`src/hdl/nmeacs_pkg.sv`:
```
// Shared types and constants for the NMEA checksum / field extractor.
// No dependencies; imported by every module of the block.
package nmeacs_pkg;

	localparam logic [7:0] CHAR_STAR  = 8'h2A;
	localparam logic [7:0] CHAR_COMMA = 8'h2C;

	localparam int unsigned MaxFieldLen = 199;
	localparam logic [7:0]  MAX_FIELD_LEN = 8'(MaxFieldLen);

	localparam logic [4:0] COMMA_SAT = 5'd31;
	localparam logic [4:0] FIELD_INDEX_RST = 5'd1;

	localparam logic KIND_FIELD   = 1'b0;
	localparam logic KIND_VERDICT = 1'b1;

	localparam int unsigned ResDepth = 4;
	localparam int unsigned ResPtrW  = $clog2(ResDepth);
	localparam int unsigned ResCntW  = $clog2(ResDepth + 1);

	typedef struct packed {
		logic       kind;
		logic [7:0] field_char;
		logic       checksum_ok;
		logic       field_present;
		logic       final_flag;
	} res_t;

	// Results produced by one accepted byte: cnt of them, first in res0.
	typedef struct packed {
		logic [1:0] cnt;
		res_t       res0;
		res_t       res1;
	} res_push_t;

	// Uppercase hex character of one nibble.
	function automatic logic [7:0] hex_char(input logic [3:0] nib);
		logic [7:0] c;
		if (nib < 4'd10) begin
			c = 8'h30 + {4'd0, nib};
		end else begin
			c = 8'h37 + {4'd0, nib};
		end
		return c;
	endfunction

endpackage

```
`src/hdl/nmeacs_parse.sv`:
```
// Per-sentence state: running checksum, star/digit check, comma count and
// field selection. Depends on nmeacs_pkg.
module nmeacs_parse import nmeacs_pkg::*; (
	input  logic       clk,
	input  logic       arst_n,
	input  logic       accept,
	input  logic [7:0] sentence_byte,
	input  logic       end_of_sentence,
	input  logic [4:0] field_index,
	output res_push_t  push
);

	logic       first_q;
	logic [7:0] xor_q;
	logic       star_q;
	logic [1:0] digits_q;
	logic       match_q;
	logic [4:0] comma_q;
	logic [7:0] len_q;
	logic       ovf_q;

	logic       star_d;
	logic [7:0] xor_d;
	logic [1:0] digits_d;
	logic       match_d;
	logic [4:0] comma_d;
	logic [7:0] len_d;
	logic       ovf_d;
	logic       emit;
	logic [3:0] nib;
	res_t       fld;
	res_t       vrd;

	always_comb begin
		star_d   = star_q;
		xor_d    = xor_q;
		digits_d = digits_q;
		match_d  = match_q;
		comma_d  = comma_q;
		ovf_d    = ovf_q;
		len_d    = len_q;
		emit     = 1'b0;
		nib      = (digits_q == 2'd0) ? xor_q[7:4] : xor_q[3:0];

		if (!first_q) begin
			if (!star_q) begin
				if (sentence_byte == CHAR_STAR) begin
					star_d = 1'b1;
				end else begin
					xor_d = xor_q ^ sentence_byte;
				end
			end else if (digits_q < 2'd2) begin
				if (sentence_byte != hex_char(nib)) begin
					match_d = 1'b0;
				end
				digits_d = digits_q + 2'd1;
			end
		end

		if (sentence_byte == CHAR_COMMA) begin
			if (comma_q < COMMA_SAT) begin
				comma_d = comma_q + 5'd1;
			end else begin
				ovf_d = 1'b1;
			end
		end else if (!ovf_q && comma_q == field_index && len_q < MAX_FIELD_LEN) begin
			len_d = len_q + 8'd1;
			emit  = 1'b1;
		end

		fld.kind          = KIND_FIELD;
		fld.field_char    = sentence_byte;
		fld.checksum_ok   = 1'b0;
		fld.field_present = 1'b0;
		fld.final_flag    = 1'b0;

		vrd.kind          = KIND_VERDICT;
		vrd.field_char    = 8'd0;
		vrd.checksum_ok   = star_d && digits_d == 2'd2 && match_d;
		vrd.field_present = ovf_d || comma_d >= field_index;
		vrd.final_flag    = 1'b1;

		push.res0 = emit ? fld : vrd;
		push.res1 = vrd;
		if (!accept) begin
			push.cnt = 2'd0;
		end else begin
			push.cnt = {1'b0, emit} + {1'b0, end_of_sentence};
		end
	end

	always_ff @(posedge clk or negedge arst_n) begin
		if (!arst_n) begin
			first_q  <= 1'b1;
			xor_q    <= 8'd0;
			star_q   <= 1'b0;
			digits_q <= 2'd0;
			match_q  <= 1'b1;
			comma_q  <= 5'd0;
			len_q    <= 8'd0;
			ovf_q    <= 1'b0;
		end else if (accept) begin
			if (end_of_sentence) begin
				first_q  <= 1'b1;
				xor_q    <= 8'd0;
				star_q   <= 1'b0;
				digits_q <= 2'd0;
				match_q  <= 1'b1;
				comma_q  <= 5'd0;
				len_q    <= 8'd0;
				ovf_q    <= 1'b0;
			end else begin
				first_q  <= 1'b0;
				xor_q    <= xor_d;
				star_q   <= star_d;
				digits_q <= digits_d;
				match_q  <= match_d;
				comma_q  <= comma_d;
				len_q    <= len_d;
				ovf_q    <= ovf_d;
			end
		end
	end

endmodule

```
`src/hdl/nmeacs_resq.sv`:
```
// Small result queue: takes up to two results per cycle, hands out one beat
// per cycle while stall is low. Depends on nmeacs_pkg.
module nmeacs_resq import nmeacs_pkg::*; (
	input  logic      clk,
	input  logic      arst_n,
	input  res_push_t push,
	output logic      room,
	output logic      valid,
	input  logic      stall,
	output res_t      head
);

	res_t               mem [ResDepth];
	logic [ResPtrW-1:0] wr_q;
	logic [ResPtrW-1:0] rd_q;
	logic [ResCntW-1:0] cnt_q;
	logic               pop;

	assign valid = cnt_q != '0;
	assign pop   = valid && !stall;
	assign head  = mem[rd_q];
	// two free slots needed so that a byte with its verdict always fits
	assign room  = cnt_q <= ResCntW'(ResDepth - 2);

	always_ff @(posedge clk) begin
		if (push.cnt != 2'd0) begin
			mem[wr_q] <= push.res0;
		end
		if (push.cnt == 2'd2) begin
			mem[wr_q + ResPtrW'(1)] <= push.res1;
		end
	end

	always_ff @(posedge clk or negedge arst_n) begin
		if (!arst_n) begin
			wr_q  <= '0;
			rd_q  <= '0;
			cnt_q <= '0;
		end else begin
			wr_q  <= wr_q + ResPtrW'(push.cnt);
			if (pop) begin
				rd_q <= rd_q + ResPtrW'(1);
			end
			cnt_q <= cnt_q + ResCntW'(push.cnt) - ResCntW'(pop);
		end
	end

endmodule

```
`src/hdl/nmea_checksum_field_extractor.sv`:
```
// Top level of the NMEA checksum checker and field extractor.
// Depends on nmeacs_pkg, nmeacs_parse, nmeacs_resq.
//
//   channel    handshake                  payload
//   sentence   sentence_valid/_stall in   sentence_byte, end_of_sentence
//   result     result_valid/_stall out    kind, field_char, checksum_ok,
//                                         field_present, final_flag
//   config     cfg_we in                  cfg_wdata (field_index)
//
// One byte per cycle while sentence_stall is low; a byte's results are written
// to a 4-entry queue at the accepting edge and leave it in order on the result side.
// sentence_stall rises only when fewer than two queue slots are free, so the
// input keeps moving while a result beat waits on result_stall.
// Reset clears the sentence state and the queue; field_index resets to 1.
module nmea_checksum_field_extractor import nmeacs_pkg::*; (
	input  logic       clk,
	input  logic       arst_n,
	input  logic       cfg_we,
	input  logic [4:0] cfg_wdata,
	input  logic       sentence_valid,
	output logic       sentence_stall,
	input  logic [7:0] sentence_byte,
	input  logic       end_of_sentence,
	output logic       result_valid,
	input  logic       result_stall,
	output logic       kind,
	output logic [7:0] field_char,
	output logic       checksum_ok,
	output logic       field_present,
	output logic       final_flag
);

	logic [4:0] field_index_q;
	logic       accept;
	logic       room;
	res_push_t  push;
	res_t       head;

	always_ff @(posedge clk or negedge arst_n) begin
		if (!arst_n) begin
			field_index_q <= FIELD_INDEX_RST;
		end else if (cfg_we) begin
			field_index_q <= cfg_wdata;
		end
	end

	assign sentence_stall = !room;
	assign accept         = sentence_valid && room;

	nmeacs_parse u_parse (
		.clk             (clk),
		.arst_n          (arst_n),
		.accept          (accept),
		.sentence_byte   (sentence_byte),
		.end_of_sentence (end_of_sentence),
		.field_index     (field_index_q),
		.push            (push)
	);

	nmeacs_resq u_resq (
		.clk    (clk),
		.arst_n (arst_n),
		.push   (push),
		.room   (room),
		.valid  (result_valid),
		.stall  (result_stall),
		.head   (head)
	);

	assign kind          = head.kind;
	assign field_char    = head.field_char;
	assign checksum_ok   = head.checksum_ok;
	assign field_present = head.field_present;
	assign final_flag    = head.final_flag;

endmodule

```
`config.mk`:
```
export PLATFORM = sky130hd
export DESIGN_NAME = nmea_checksum_field_extractor
export DESIGN_NICKNAME = d
export VERILOG_FILES = /design/src/hdl/nmeacs_pkg.sv /design/src/hdl/nmeacs_parse.sv /design/src/hdl/nmeacs_resq.sv /design/src/hdl/nmea_checksum_field_extractor.sv
export SDC_FILE = /design/constraint.sdc
export NUM_CORES = 1
export LEC_CHECK = 0
export ABC_AREA = 0
export BUFFER_PORTS_ARGS = -buffer_cell sky130_fd_sc_hd__buf_2
export CORE_MARGIN = 5
export CORE_UTILIZATION = 30
export DETAILED_ROUTE_END_ITERATION = 8
export SYNTH_ARGS = -nofsm -noshare
export SYNTH_HDL_FRONTEND = slang
export SYNTH_SLANG_ARGS = --single-unit
```
`constraint.sdc`:
```
create_clock -name clk -period 3.6 [get_ports clk]
set_input_delay 1.08 -clock clk [delete_from_list [all_inputs] [get_ports clk]]
set_output_delay 1.08 -clock clk [all_outputs]
set_load 0.005 [all_outputs]
```
==> run_results.csv, run 1 <==
group,metric,value,unit
run_status,status,"complete, no violations",
finish,fin_util,0.365,
setup_path,end_kind,"flip-flop",
synthesis,synth_xor_area_frac,0.0430,
cts,cts_setup_buffers,0,
setup_path,critical_path.top_delay_family,"simple AND/OR/NAND/NOR gates",
cts,cts-hold-fix-buffers,0,
sta,final.setup.tns,0,ps
sta,timing.final.hold_violations,0,
placed_design,port_buffers,32,
placed_design,placed_standard_cell_area,4790,µm²
drt,vias,3252,
synthesis,top_cell_type_by_total_area_after_synthesis,"dfrtp_1",
finish,area.sequential,1940,µm²
synthesis,seq_area_frac_synth,0.454,
setup_path,worst_setup_path_startpoint,"sentence_byte[4]",
setup_path,timing.reg2reg.setup_slack,610,ps
synthesis,synth_compound_area_frac,0.173,
finish,final_nets,493,
sta,period_needed,3290,ps
synthesis,ys_types,68,
placed_design,finalWeightedCongestion,0.879,
setup_path,slowest_delay,340,ps
global_routing,antenna_violations_before_repair,0,
synthesis,synth.area.mux_share,0.0749,
finish,n_fill_cell,1366,
drt,route.layer.met1.wl,4480,µm
sta,rsz_0062_raised_after_global_routing,"false",
synthesis,synth_top_area_frac,0.211,
setup_path,crit_path_top_delay_cell,"and4b_1",
setup_path,critical_path.reg2reg.startpoint,"u_parse.comma_q[0]",
synthesis,synth_adder_area_share,0.0486,
setup_path,worst-endpoint-required,3700,ps
cts,cts-root-buf,"clkbuf_16",
drt,detail_route.first_pass.iterations,4,
synthesis,synth_async_sr_flop_share,0.470,
synthesis,synth_top_family_by_area,"compound AO/OA/AOI/OAI gates",
cts,cts.reportedPaths.clkPinSlew,70,ps
setup_path,critPathMostFrequentCell,"a21o_1",
setup_path,critical_path.cell_chain,"buf_2 > and4bb_1 > and4b_1 > buf_4 > mux2i_1 > nand2_1 > ha_1 > a21o_1 > a21o_1 > a21oi_1 > o211ai_1 > and2_1",
cts,clk_path_buf_depth,2,
cts,clk_latency,340,ps
drt,drc_errors,0,
die,placementRows,43,
finish,layout.cells.non_filler,643,
setup_path,element_type_at_the_critical_path_start,"input pin",
setup_path,timing_worst_setup_path_type,"input pin to flip-flop",
finish,antenna-diode-count,0,
synthesis,syn_nets,451,
synthesis,post_synth_instance_area,4270,µm²
synthesis,number_of_enable_type_register_cells_in_the_synthesized_netlist,8,
job,max_cap_violations,0,
global_routing,grt_pass1_wl,17300,µm
die,width_of_the_chip,129,µm
power_and_ir_drop,report.power.total,3.11,mW
synthesis,postSynthRegisterBits,83,
die,start_util,0.307,
synthesis,largest_cells_by_area_after_synthesis,"dfrtp_1 21%, dfxtp_1 17%, a22o_1 7.2%",
cts,clock_tree.htree_level_count,3,
sta,layout_worst_path_cycle_share,0.913,
drt,detail_route.vias_per_cell,5.06,
power_and_ir_drop,worst_ir_drop_vdd,226,µV
drt,route.detailed.wl_per_inst,15.6,µm
sta,final-max-slew-violation-count,0,
finish,final_cell_area,5080,µm²
drt,wl_met3,469,µm
synthesis,yosys_most_used_dff,"dfxtp_1",
cts,cts_tree,"yes",
die,io-pin-count,33,
global_routing,vias_in_the_first_global_route,3423,
sta,finClkSkew,7.43,ps
placed_design,numPlacedInstances,627,
drt,number_of_drc_markers_after_the_initial_detailed_route_iteration,266,
setup_path,crit_arrival,3380,ps
synthesis,yosys_warnings,0,
cts,cts-resized-gates,0,
sta,clock.fmax,304,MHz
drt,top_signal_layer_used,"met4",
synthesis,synth_simple_gate_area_frac,0.163,
die,die_area,16700,µm²
hold_path,worst_hold_startpoint,"u_resq.mem[3][0]",
die,core_area,13900,µm²
placed_design,place.detailed.hpwl,7470,µm
setup_path,worstPathBufferInverterCount,2,
finish,multi_input_comb_area,2200,µm²
sta,max_slew_margin_vs_limit,0.397,
finish,layout_cell_share_with_drive_strength_beyond_1,0.233,
sta,worst_slew_pin_tran,904,ps
finish,syn2layout_area_growth,18.9,%
power_and_ir_drop,power_per_cell_area,612,nW/µm²
setup_path,critPathMaxFanout,7,
drt,met2_length,4930,µm
sta,setup_viol_count_final,0,
power_and_ir_drop,cellLeakagePower,2.22,nW
drt,ant_nets,0,
synthesis,syn-mean-instance-area,10.3,µm²
cts,num_clock_sinks,83,
global_routing,grt_usage,0.129,
die,die_height,129,µm
drt,wl,10000,µm
hold_path,hold_path_class,"flip-flop to flip-flop",
global_routing,grt_start_max_net_pins,40,
synthesis,synth_cells,416,
synthesis,synth.top_cells.by_count,"36 x dfrtp_1, 36 x dfxtp_1, 35 x a22o_1",
global_routing,globalRoute.totalOverflow,0,
cts,cts_inserted_buffers,9,
[state kept, by name (all words and copies together) (netlist names)]
signal and flops:
u_parse.digits_q 2, u_resq.mem 44, u_parse.first_q 1, u_parse.star_q 1
u_resq.cnt_q 3, u_parse.comma_q 5, u_parse.ovf_q 1, u_parse.xor_q 8
field_index_q 5, u_resq.rd_q 2, u_resq.wr_q 2, u_parse.len_q 8
u_parse.match_q 1
[logic make-up (layout without fill, tap and decap cells)]
| logic type | after synthesis | count (layout) |
|---|---|---|
| AND/OR/NAND/NOR | 127 | 127 |
| AO/OA/AOI/OAI | 106 | 106 |
| flip-flops | 83 | 83 |
| buffers and inverters | 45 | 92 |
| XOR/XNOR | 21 | 21 |
| multiplexers | 18 | 18 |
| adder cells (fa/ha/maj) | 16 | 16 |
[per-stage QoR]
step                hold WS, ps  worst slack, ps
detailed placement          437            -32.4
finish                      445              314
global placement            432             40.4
CTS                         447              315
floorplan                   422             5.15
global route                472              213
[worst min-delay path, stage by stage, from the launching register on]
cell and delay [ps]:
dfxtp_1 310, inv_1 40, a21oi_1 50
[layout by cell type, fill, tap and decap left out, drive strengths merged, types with 4 or more instances in the layout]
cell type / instances
mux2i: 5
buf: 53
a22o: 35
nand2b: 9
dfxtp: 36
a21oi: 24
inv: 30
clkbuf: 9
o21ai: 26
nand2: 35
mux4: 11
nor2b: 4
nand3: 9
nor2: 34
and3: 4
nor3: 8
edfxtp: 8
xor2: 18
dfrtp: 36
ha: 15
[final cells by class]
class                      instances  share of cell area
clock inverter                     7              0.0126
tap                              180              0.0443
multi-input combinational        288               0.432
clock buffer                       9              0.0443
inverter                          23              0.0175
timing repair buffer              53              0.0675
sequential                        83               0.382
[report_power, final]
part / switching [mW] / total, mW / internal [mW]
clock: 0.415 / 0.902 / 0.488
combinational: 0.446 / 0.878 / 0.433
sequential: 0.208 / 1.33 / 1.12
[per-layer routing]
layer  GRT usage  up-vias
met5           0        -
li1            -     1588
met4      0.0445        0
met1       0.167     1578
met3      0.0231       10
met2       0.219       76
[path summary, 6_finish.rpt]
kind / end / cells past startpoint
min reg2reg: u_resq.mem[3][0] / 2
min: u_resq.mem[3][0] / 2
max in group asynchronous: u_resq.rd_q[0] / 1
min in group asynchronous: field_index_q[1] / 1
max: u_resq.mem[1][1] / 12
max reg2reg: u_resq.cnt_q[2] / 13
Note: power is estimated with default switching activity, not from simulation.
==> run 2, diff against run 1 <==
--- a/config.mk
+++ b/config.mk
@@ -10,6 +10,7 @@
 export CORE_MARGIN = 5
 export CORE_UTILIZATION = 30
 export DETAILED_ROUTE_END_ITERATION = 8
+export REMOVE_ABC_BUFFERS = 1
 export SYNTH_ARGS = -nofsm -noshare
 export SYNTH_HDL_FRONTEND = slang
 export SYNTH_SLANG_ARGS = --single-unit
==> run_results.csv, run 2 (synthesis gave the netlist of run 1 again) <==
group,metric,value,unit
run_status,status,"complete, no violations",
cts,cts_inserted_buffers,9,
placed_design,finalWeightedCongestion,0.828,
drt,vias,3267,
global_routing,antenna_violations_before_repair,0,
cts,clock_tree.htree_level_count,3,
setup_path,worst-endpoint-required,3700,ps
setup_path,element_type_at_the_critical_path_start,"input pin",
die,start_util,0.307,
drt,route.detailed.wl_per_inst,15.5,µm
cts,cts_setup_buffers,0,
drt,drc_errors,0,
finish,max_reg_flops,44,
setup_path,critPathMostFrequentCell,"a21o_1",
power_and_ir_drop,cellLeakagePower,2.22,nW
cts,clk_latency,350,ps
sta,rsz_0062_raised_after_global_routing,"false",
die,core_area,13900,µm²
job,max_cap_violations,0,
global_routing,global_route.usage.met3,0.0383,
finish,fin_util,0.362,
cts,cts_tree,"yes",
drt,detail_route.vias_per_cell,5.06,
finish,largestRegisters,"u_resq.mem (44), u_parse.len_q (8), u_parse.xor_q (8)",
global_routing,grt_pass1_wl,17000,µm
placed_design,port_buffers,32,
global_routing,met1_usage,0.165,
setup_path,critPathMaxFanout,9,
die,width_of_the_chip,129,µm
sta,final-max-slew-violation-count,0,
sta,layout_worst_path_cycle_share,0.917,
finish,antenna-diode-count,0,
die,die_height,129,µm
setup_path,crit_path_top_delay_cell,"and4bb_1",
setup_path,worstPathBufferInverterCount,2,
die,die_area,16700,µm²
global_routing,globalRoute.totalOverflow,0,
sta,max_slew_margin_vs_limit,0.384,
setup_path,slowest_delay,290,ps
global_routing,grt_start_max_net_pins,40,
global_routing,grt_usage,0.128,
setup_path,critical_path.cell_chain,"buf_2 > and4bb_1 > and4b_1 > buf_4 > nand3b_1 > o21ai_0 > ha_1 > nand2b_1 > a21o_1 > a21o_1 > a21oi_1 > o211ai_1 > and2_1",
sta,setup_viol_count_final,0,
setup_path,critical_path.top_delay_family,"simple AND/OR/NAND/NOR gates",
setup_path,end_kind,"flip-flop",
die,placementRows,43,
die,io-pin-count,33,
cts,cts-hold-fix-buffers,0,
finish,syn2layout_area_growth,18.0,%
drt,ant_nets,0,
sta,clock.fmax,303,MHz
sta,worst_slew_pin_tran,925,ps
drt,wl,9990,µm
global_routing,global_route.peak_usage_layer,"met2",
cts,clk_path_buf_depth,2,
hold_path,hold_path_class,"flip-flop to flip-flop",
setup_path,crit_arrival,3400,ps
sta,period_needed,3300,ps
sta,timing.final.hold_violations,0,
drt,detail_route.first_pass.iterations,4,
cts,cts-root-buf,"clkbuf_16",
cts,num_clock_sinks,83,
power_and_ir_drop,worst_ir_drop_vdd,224,µV
global_routing,vias_in_the_first_global_route,3323,
setup_path,timing_worst_setup_path_type,"input pin to flip-flop",
cts,cts-resized-gates,0,
global_routing,groute.layer.met2.usage,0.213,
finish,layout.cells.most_common_list,"36 x dfrtp_1, 36 x dfxtp_1, 35 x a22o_1",
drt,number_of_drc_markers_after_the_initial_detailed_route_iteration,269,
power_and_ir_drop,power_per_cell_area,617,nW/µm²
placed_design,place.detailed.hpwl,7410,µm
finish,final_nets,496,
placed_design,numPlacedInstances,630,
cts,cts.reportedPaths.clkPinSlew,60,ps
finish,layout.cells.non_filler,646,
finish,layout_cell_share_with_drive_strength_beyond_1,0.223,
sta,finClkSkew,11.3,ps
finish,register_with_the_most_flip_flops,"u_resq.mem",
-- run 2: cell count changes in the layout (fill, tap and decap cells not counted), moves of 2 or more --
cell | before | now
buf_4 | 19 | 23
ha_1 | 12 | 15
ha_4 | 3 | 0
inv_1 | 20 | 22
inv_4 | 3 | 0
-- run 2: worst reg2reg max path, delay by kind of cell, from the launching register on --
kind / cells / cell delay, ps
DFF: 1 / 470
buffers and inverters: 3 / 190
and+or+nand+nor: 3 / 860
adders and majority gates: 4 / 970
xor gates and xnor gates: 3 / 490
-- run 2: layout make-up --
type,count,area (µm²)
fill,1350,8890
multi-input combinational,288,2150
sequential,83,1940
timing repair buffer,56,353
clock buffer,9,225
tap,180,225
inverter,23,86.3
clock inverter,7,65.1
-- run 2: worst paths after layout --
| kind | cells after the start | from | to | slack, ps |
|---|---|---|---|---|
| setup / recovery | 13 | sentence_byte[4] | u_resq.mem[1][1] | 300 |
| hold / removal | 2 | u_resq.mem[3][0] | u_resq.mem[3][0] | 450 |
| setup reg to reg | 13 | u_parse.comma_q[0] | u_resq.cnt_q[2] | 520 |
| hold reg to reg | 2 | u_resq.mem[3][0] | u_resq.mem[3][0] | 450 |
| max in group asynchronous | 1 | arst_n | u_parse.comma_q[3] | 2150 |
| min in group asynchronous | 1 | arst_n | u_parse.xor_q[4] | 860 |
-- run 2: report_power, final --
group / internal, mW / switching (mW)
Clock: 0.486 / 0.418
Combinational: 0.441 / 0.477
Sequential: 1.12 / 0.170
Total: 2.05 / 1.06
-- run 2: metrics by stage --
stage | setup TNS (ps) | total power [mW] | hold WS [ps] | instance area, µm² | setup slack (ps)
after floorplan | -121 | 1.90 | 422 | 4180 | -121
after global placement | -81.4 | 2.20 | 434 | 4750 | -32.8
after detailed placement | -278 | 2.24 | 438 | 4750 | -85.1
after CTS | 0 | 3.16 | 448 | 5040 | 296
after global routing | 0 | 3.32 | 466 | 5040 | 150
final | 0 | 3.11 | 446 | 5040 | 299
-- run 2: routing by layer --
layer | share of wire | wire, µm
met2 | 0.49 | 4850
met5 | 0 | 0
met3 | 0.042 | 416
met1 | 0.46 | 4630
met4 | 0.0082 | 82
==> run 3, diff against run 2 <==
--- a/config.mk
+++ b/config.mk
@@ -10,6 +10,7 @@
 export CORE_MARGIN = 5
 export CORE_UTILIZATION = 30
 export DETAILED_ROUTE_END_ITERATION = 8
+export PLACE_DENSITY = 0.49
 export REMOVE_ABC_BUFFERS = 1
 export SYNTH_ARGS = -nofsm -noshare
 export SYNTH_HDL_FRONTEND = slang
==> run_results.csv, run 3 (synthesis gave the netlist of run 1 again) <==
group,metric,value,unit
cts,clk_latency,350,ps
sta,final-max-slew-violation-count,0,
setup_path,critical_path.cell_chain,"buf_2 > and4bb_1 > and4b_1 > buf_4 > nand3b_1 > o21ai_0 > ha_1 > nand2b_1 > a21o_1 > a21o_1 > a21oi_1 > o211ai_1 > and2_1",
finish,final_nets,496,
finish,largestRegisters,"u_resq.mem (44), u_parse.len_q (8), u_parse.xor_q (8)",
hold_path,hold_path_class,"flip-flop to flip-flop",
drt,detail_route.first_pass.iterations,5,
placed_design,port_buffers,32,
drt,wl,10300,µm
finish,n_fill_cell,1381,
setup_path,critical_path.top_delay_family,"simple AND/OR/NAND/NOR gates",
placed_design,finalWeightedCongestion,0.804,
placed_design,place.detailed.hpwl,7640,µm
setup_path,worstPathBufferInverterCount,2,
setup_path,timing_worst_setup_path_type,"input pin to flip-flop",
sta,timing.final.hold_violations,0,
finish,layout.cells.most_common_list,"36 x dfrtp_1, 36 x dfxtp_1, 35 x a22o_1",
setup_path,critical_path.reg2reg.startpoint,"u_parse.comma_q[0]",
setup_path,slowest_delay,320,ps
setup_path,critPathMaxFanout,9,
drt,ant_nets,0,
cts,cts_inserted_buffers,9,
cts,clock_tree.htree_level_count,3,
job,max_cap_violations,0,
sta,hold_slack,441,ps
die,die_area,16700,µm²
cts,num_clock_sinks,83,
finish,area.sequential,1940,µm²
finish,layout.cells.non_filler,646,
die,core_area,13900,µm²
die,io-pin-count,33,
sta,layout_worst_path_cycle_share,0.925,
finish,antenna-diode-count,0,
cts,cts_tree,"yes",
placed_design,numPlacedInstances,630,
cts,clk_path_buf_depth,2,
drt,vias,3270,
drt,route.detailed.wl_per_inst,16.0,µm
finish,multi_input_comb_area,2150,µm²
power_and_ir_drop,report.power.total,3.09,mW
run_status,status,"complete, no violations",
power_and_ir_drop,power_per_cell_area,614,nW/µm²
finish,max_reg_flops,44,
setup_path,critPathMostFrequentCell,"a21o_1",
global_routing,globalRoute.totalOverflow,0,
global_routing,antenna_violations_before_repair,0,
sta,setup_viol_count_final,0,
global_routing,grt_usage,0.132,
setup_path,crit_path_top_delay_cell,"and4b_1",
placed_design,post-place-ws,-104,ps
setup_path,timing.reg2reg.setup_slack,530,ps
finish,final_cell_area,5020,µm²
finish,syn2layout_area_growth,17.5,%
cts,cts_setup_buffers,0,
global_routing,vias_in_the_first_global_route,3254,
die,die_height,129,µm
placed_design,placed_standard_cell_area,4740,µm²
die,start_util,0.307,
sta,final_critical_path_setup_slack,271,ps
setup_path,element_type_at_the_critical_path_start,"input pin",
sta,max_slew_margin_vs_limit,0.393,
cts,cts-root-buf,"clkbuf_16",
die,width_of_the_chip,129,µm
sta,period_needed,3330,ps
cts,cts.reportedPaths.clkPinSlew,60,ps
setup_path,worst-endpoint-required,3710,ps
drt,detail_route.vias_per_cell,5.06,
finish,layout_cell_share_with_drive_strength_beyond_1,0.223,
power_and_ir_drop,worst_ir_drop_vdd,229,µV
sta,finClkSkew,8.69,ps
cts,cts-hold-fix-buffers,0,
sta,worst_slew_pin_tran,911,ps
hold_path,worst_hold_startpoint,"u_resq.mem[1][0]",
global_routing,grt_pass1_wl,17000,µm
power_and_ir_drop,cellLeakagePower,2.21,nW
setup_path,end_kind,"flip-flop",
setup_path,worst_setup_path_startpoint,"sentence_byte[4]",
finish,register_with_the_most_flip_flops,"u_resq.mem",
sta,clock.fmax,300,MHz
global_routing,grt_start_max_net_pins,40,
drt,number_of_drc_markers_after_the_initial_detailed_route_iteration,179,
die,placementRows,43,
cts,cts-resized-gates,0,
drt,drc_errors,0,
sta,rsz_0062_raised_after_global_routing,"false",
setup_path,crit_arrival,3430,ps
-- run 3: cell count changes in the layout (fill, tap and decap cells not counted), sizes merged --
cell,change
clkinv,+1
clkinvlp,-1
-- run 3: worst paths after layout --
path	end	cells after the start
worst max-delay path	u_resq.mem[1][1]	13
worst min-delay path	u_resq.mem[1][0]	2
worst max register to register	u_resq.cnt_q[2]	13
worst min register to register	u_resq.mem[1][0]	2
max in group asynchronous	u_parse.len_q[2]	1
min in group asynchronous	u_parse.xor_q[4]	1
-- run 3: metal layers --
layer	share of wire	global-route usage	vias to the layer above
met4	0.017	0.0451	0
met2	0.46	0.208	68
li1	-	-	1597
met1	0.47	0.171	1592
met5	0	0	-
met3	0.051	0.0429	13
-- run 3: area by class of cell --
cell class                 instances  share of cell area
timing repair buffer              56              0.0677
tap                              180              0.0448
inverter                          23              0.0172
clock inverter                     7              0.0115
multi-input combinational        288               0.428
sequential                        83               0.386
clock buffer                       9              0.0448
-- run 3: through the flow --
step | util | TNS [ps]
final | 0.361 | 0
after global routing | 0.361 | 0
after CTS | 0.361 | 0
after detailed placement | 0.340 | -450
after global placement | 0.340 | -372
after floorplan | - | -121
-- run 3: worst register-to-register path, stage by stage, from the launching register on --
cell and delay [ps]:
dfrtp_1 470, xor2_1 200, nor4_1 630, nand4b_4 160, inv_2 80, ha_1 230
nand2_1 90, ha_1 230, inv_1 60, ha_1 130, inv_1 50, fa_1 370
xor2_1 160, xnor2_1 120
-- run 3: report_power, final --
group          switching (mW)  internal [mW]  leakage, nW  total, mW
sequential              0.184           1.12        0.858       1.31
clock                   0.409          0.480        0.143      0.889
combinational           0.462          0.427         1.21      0.889
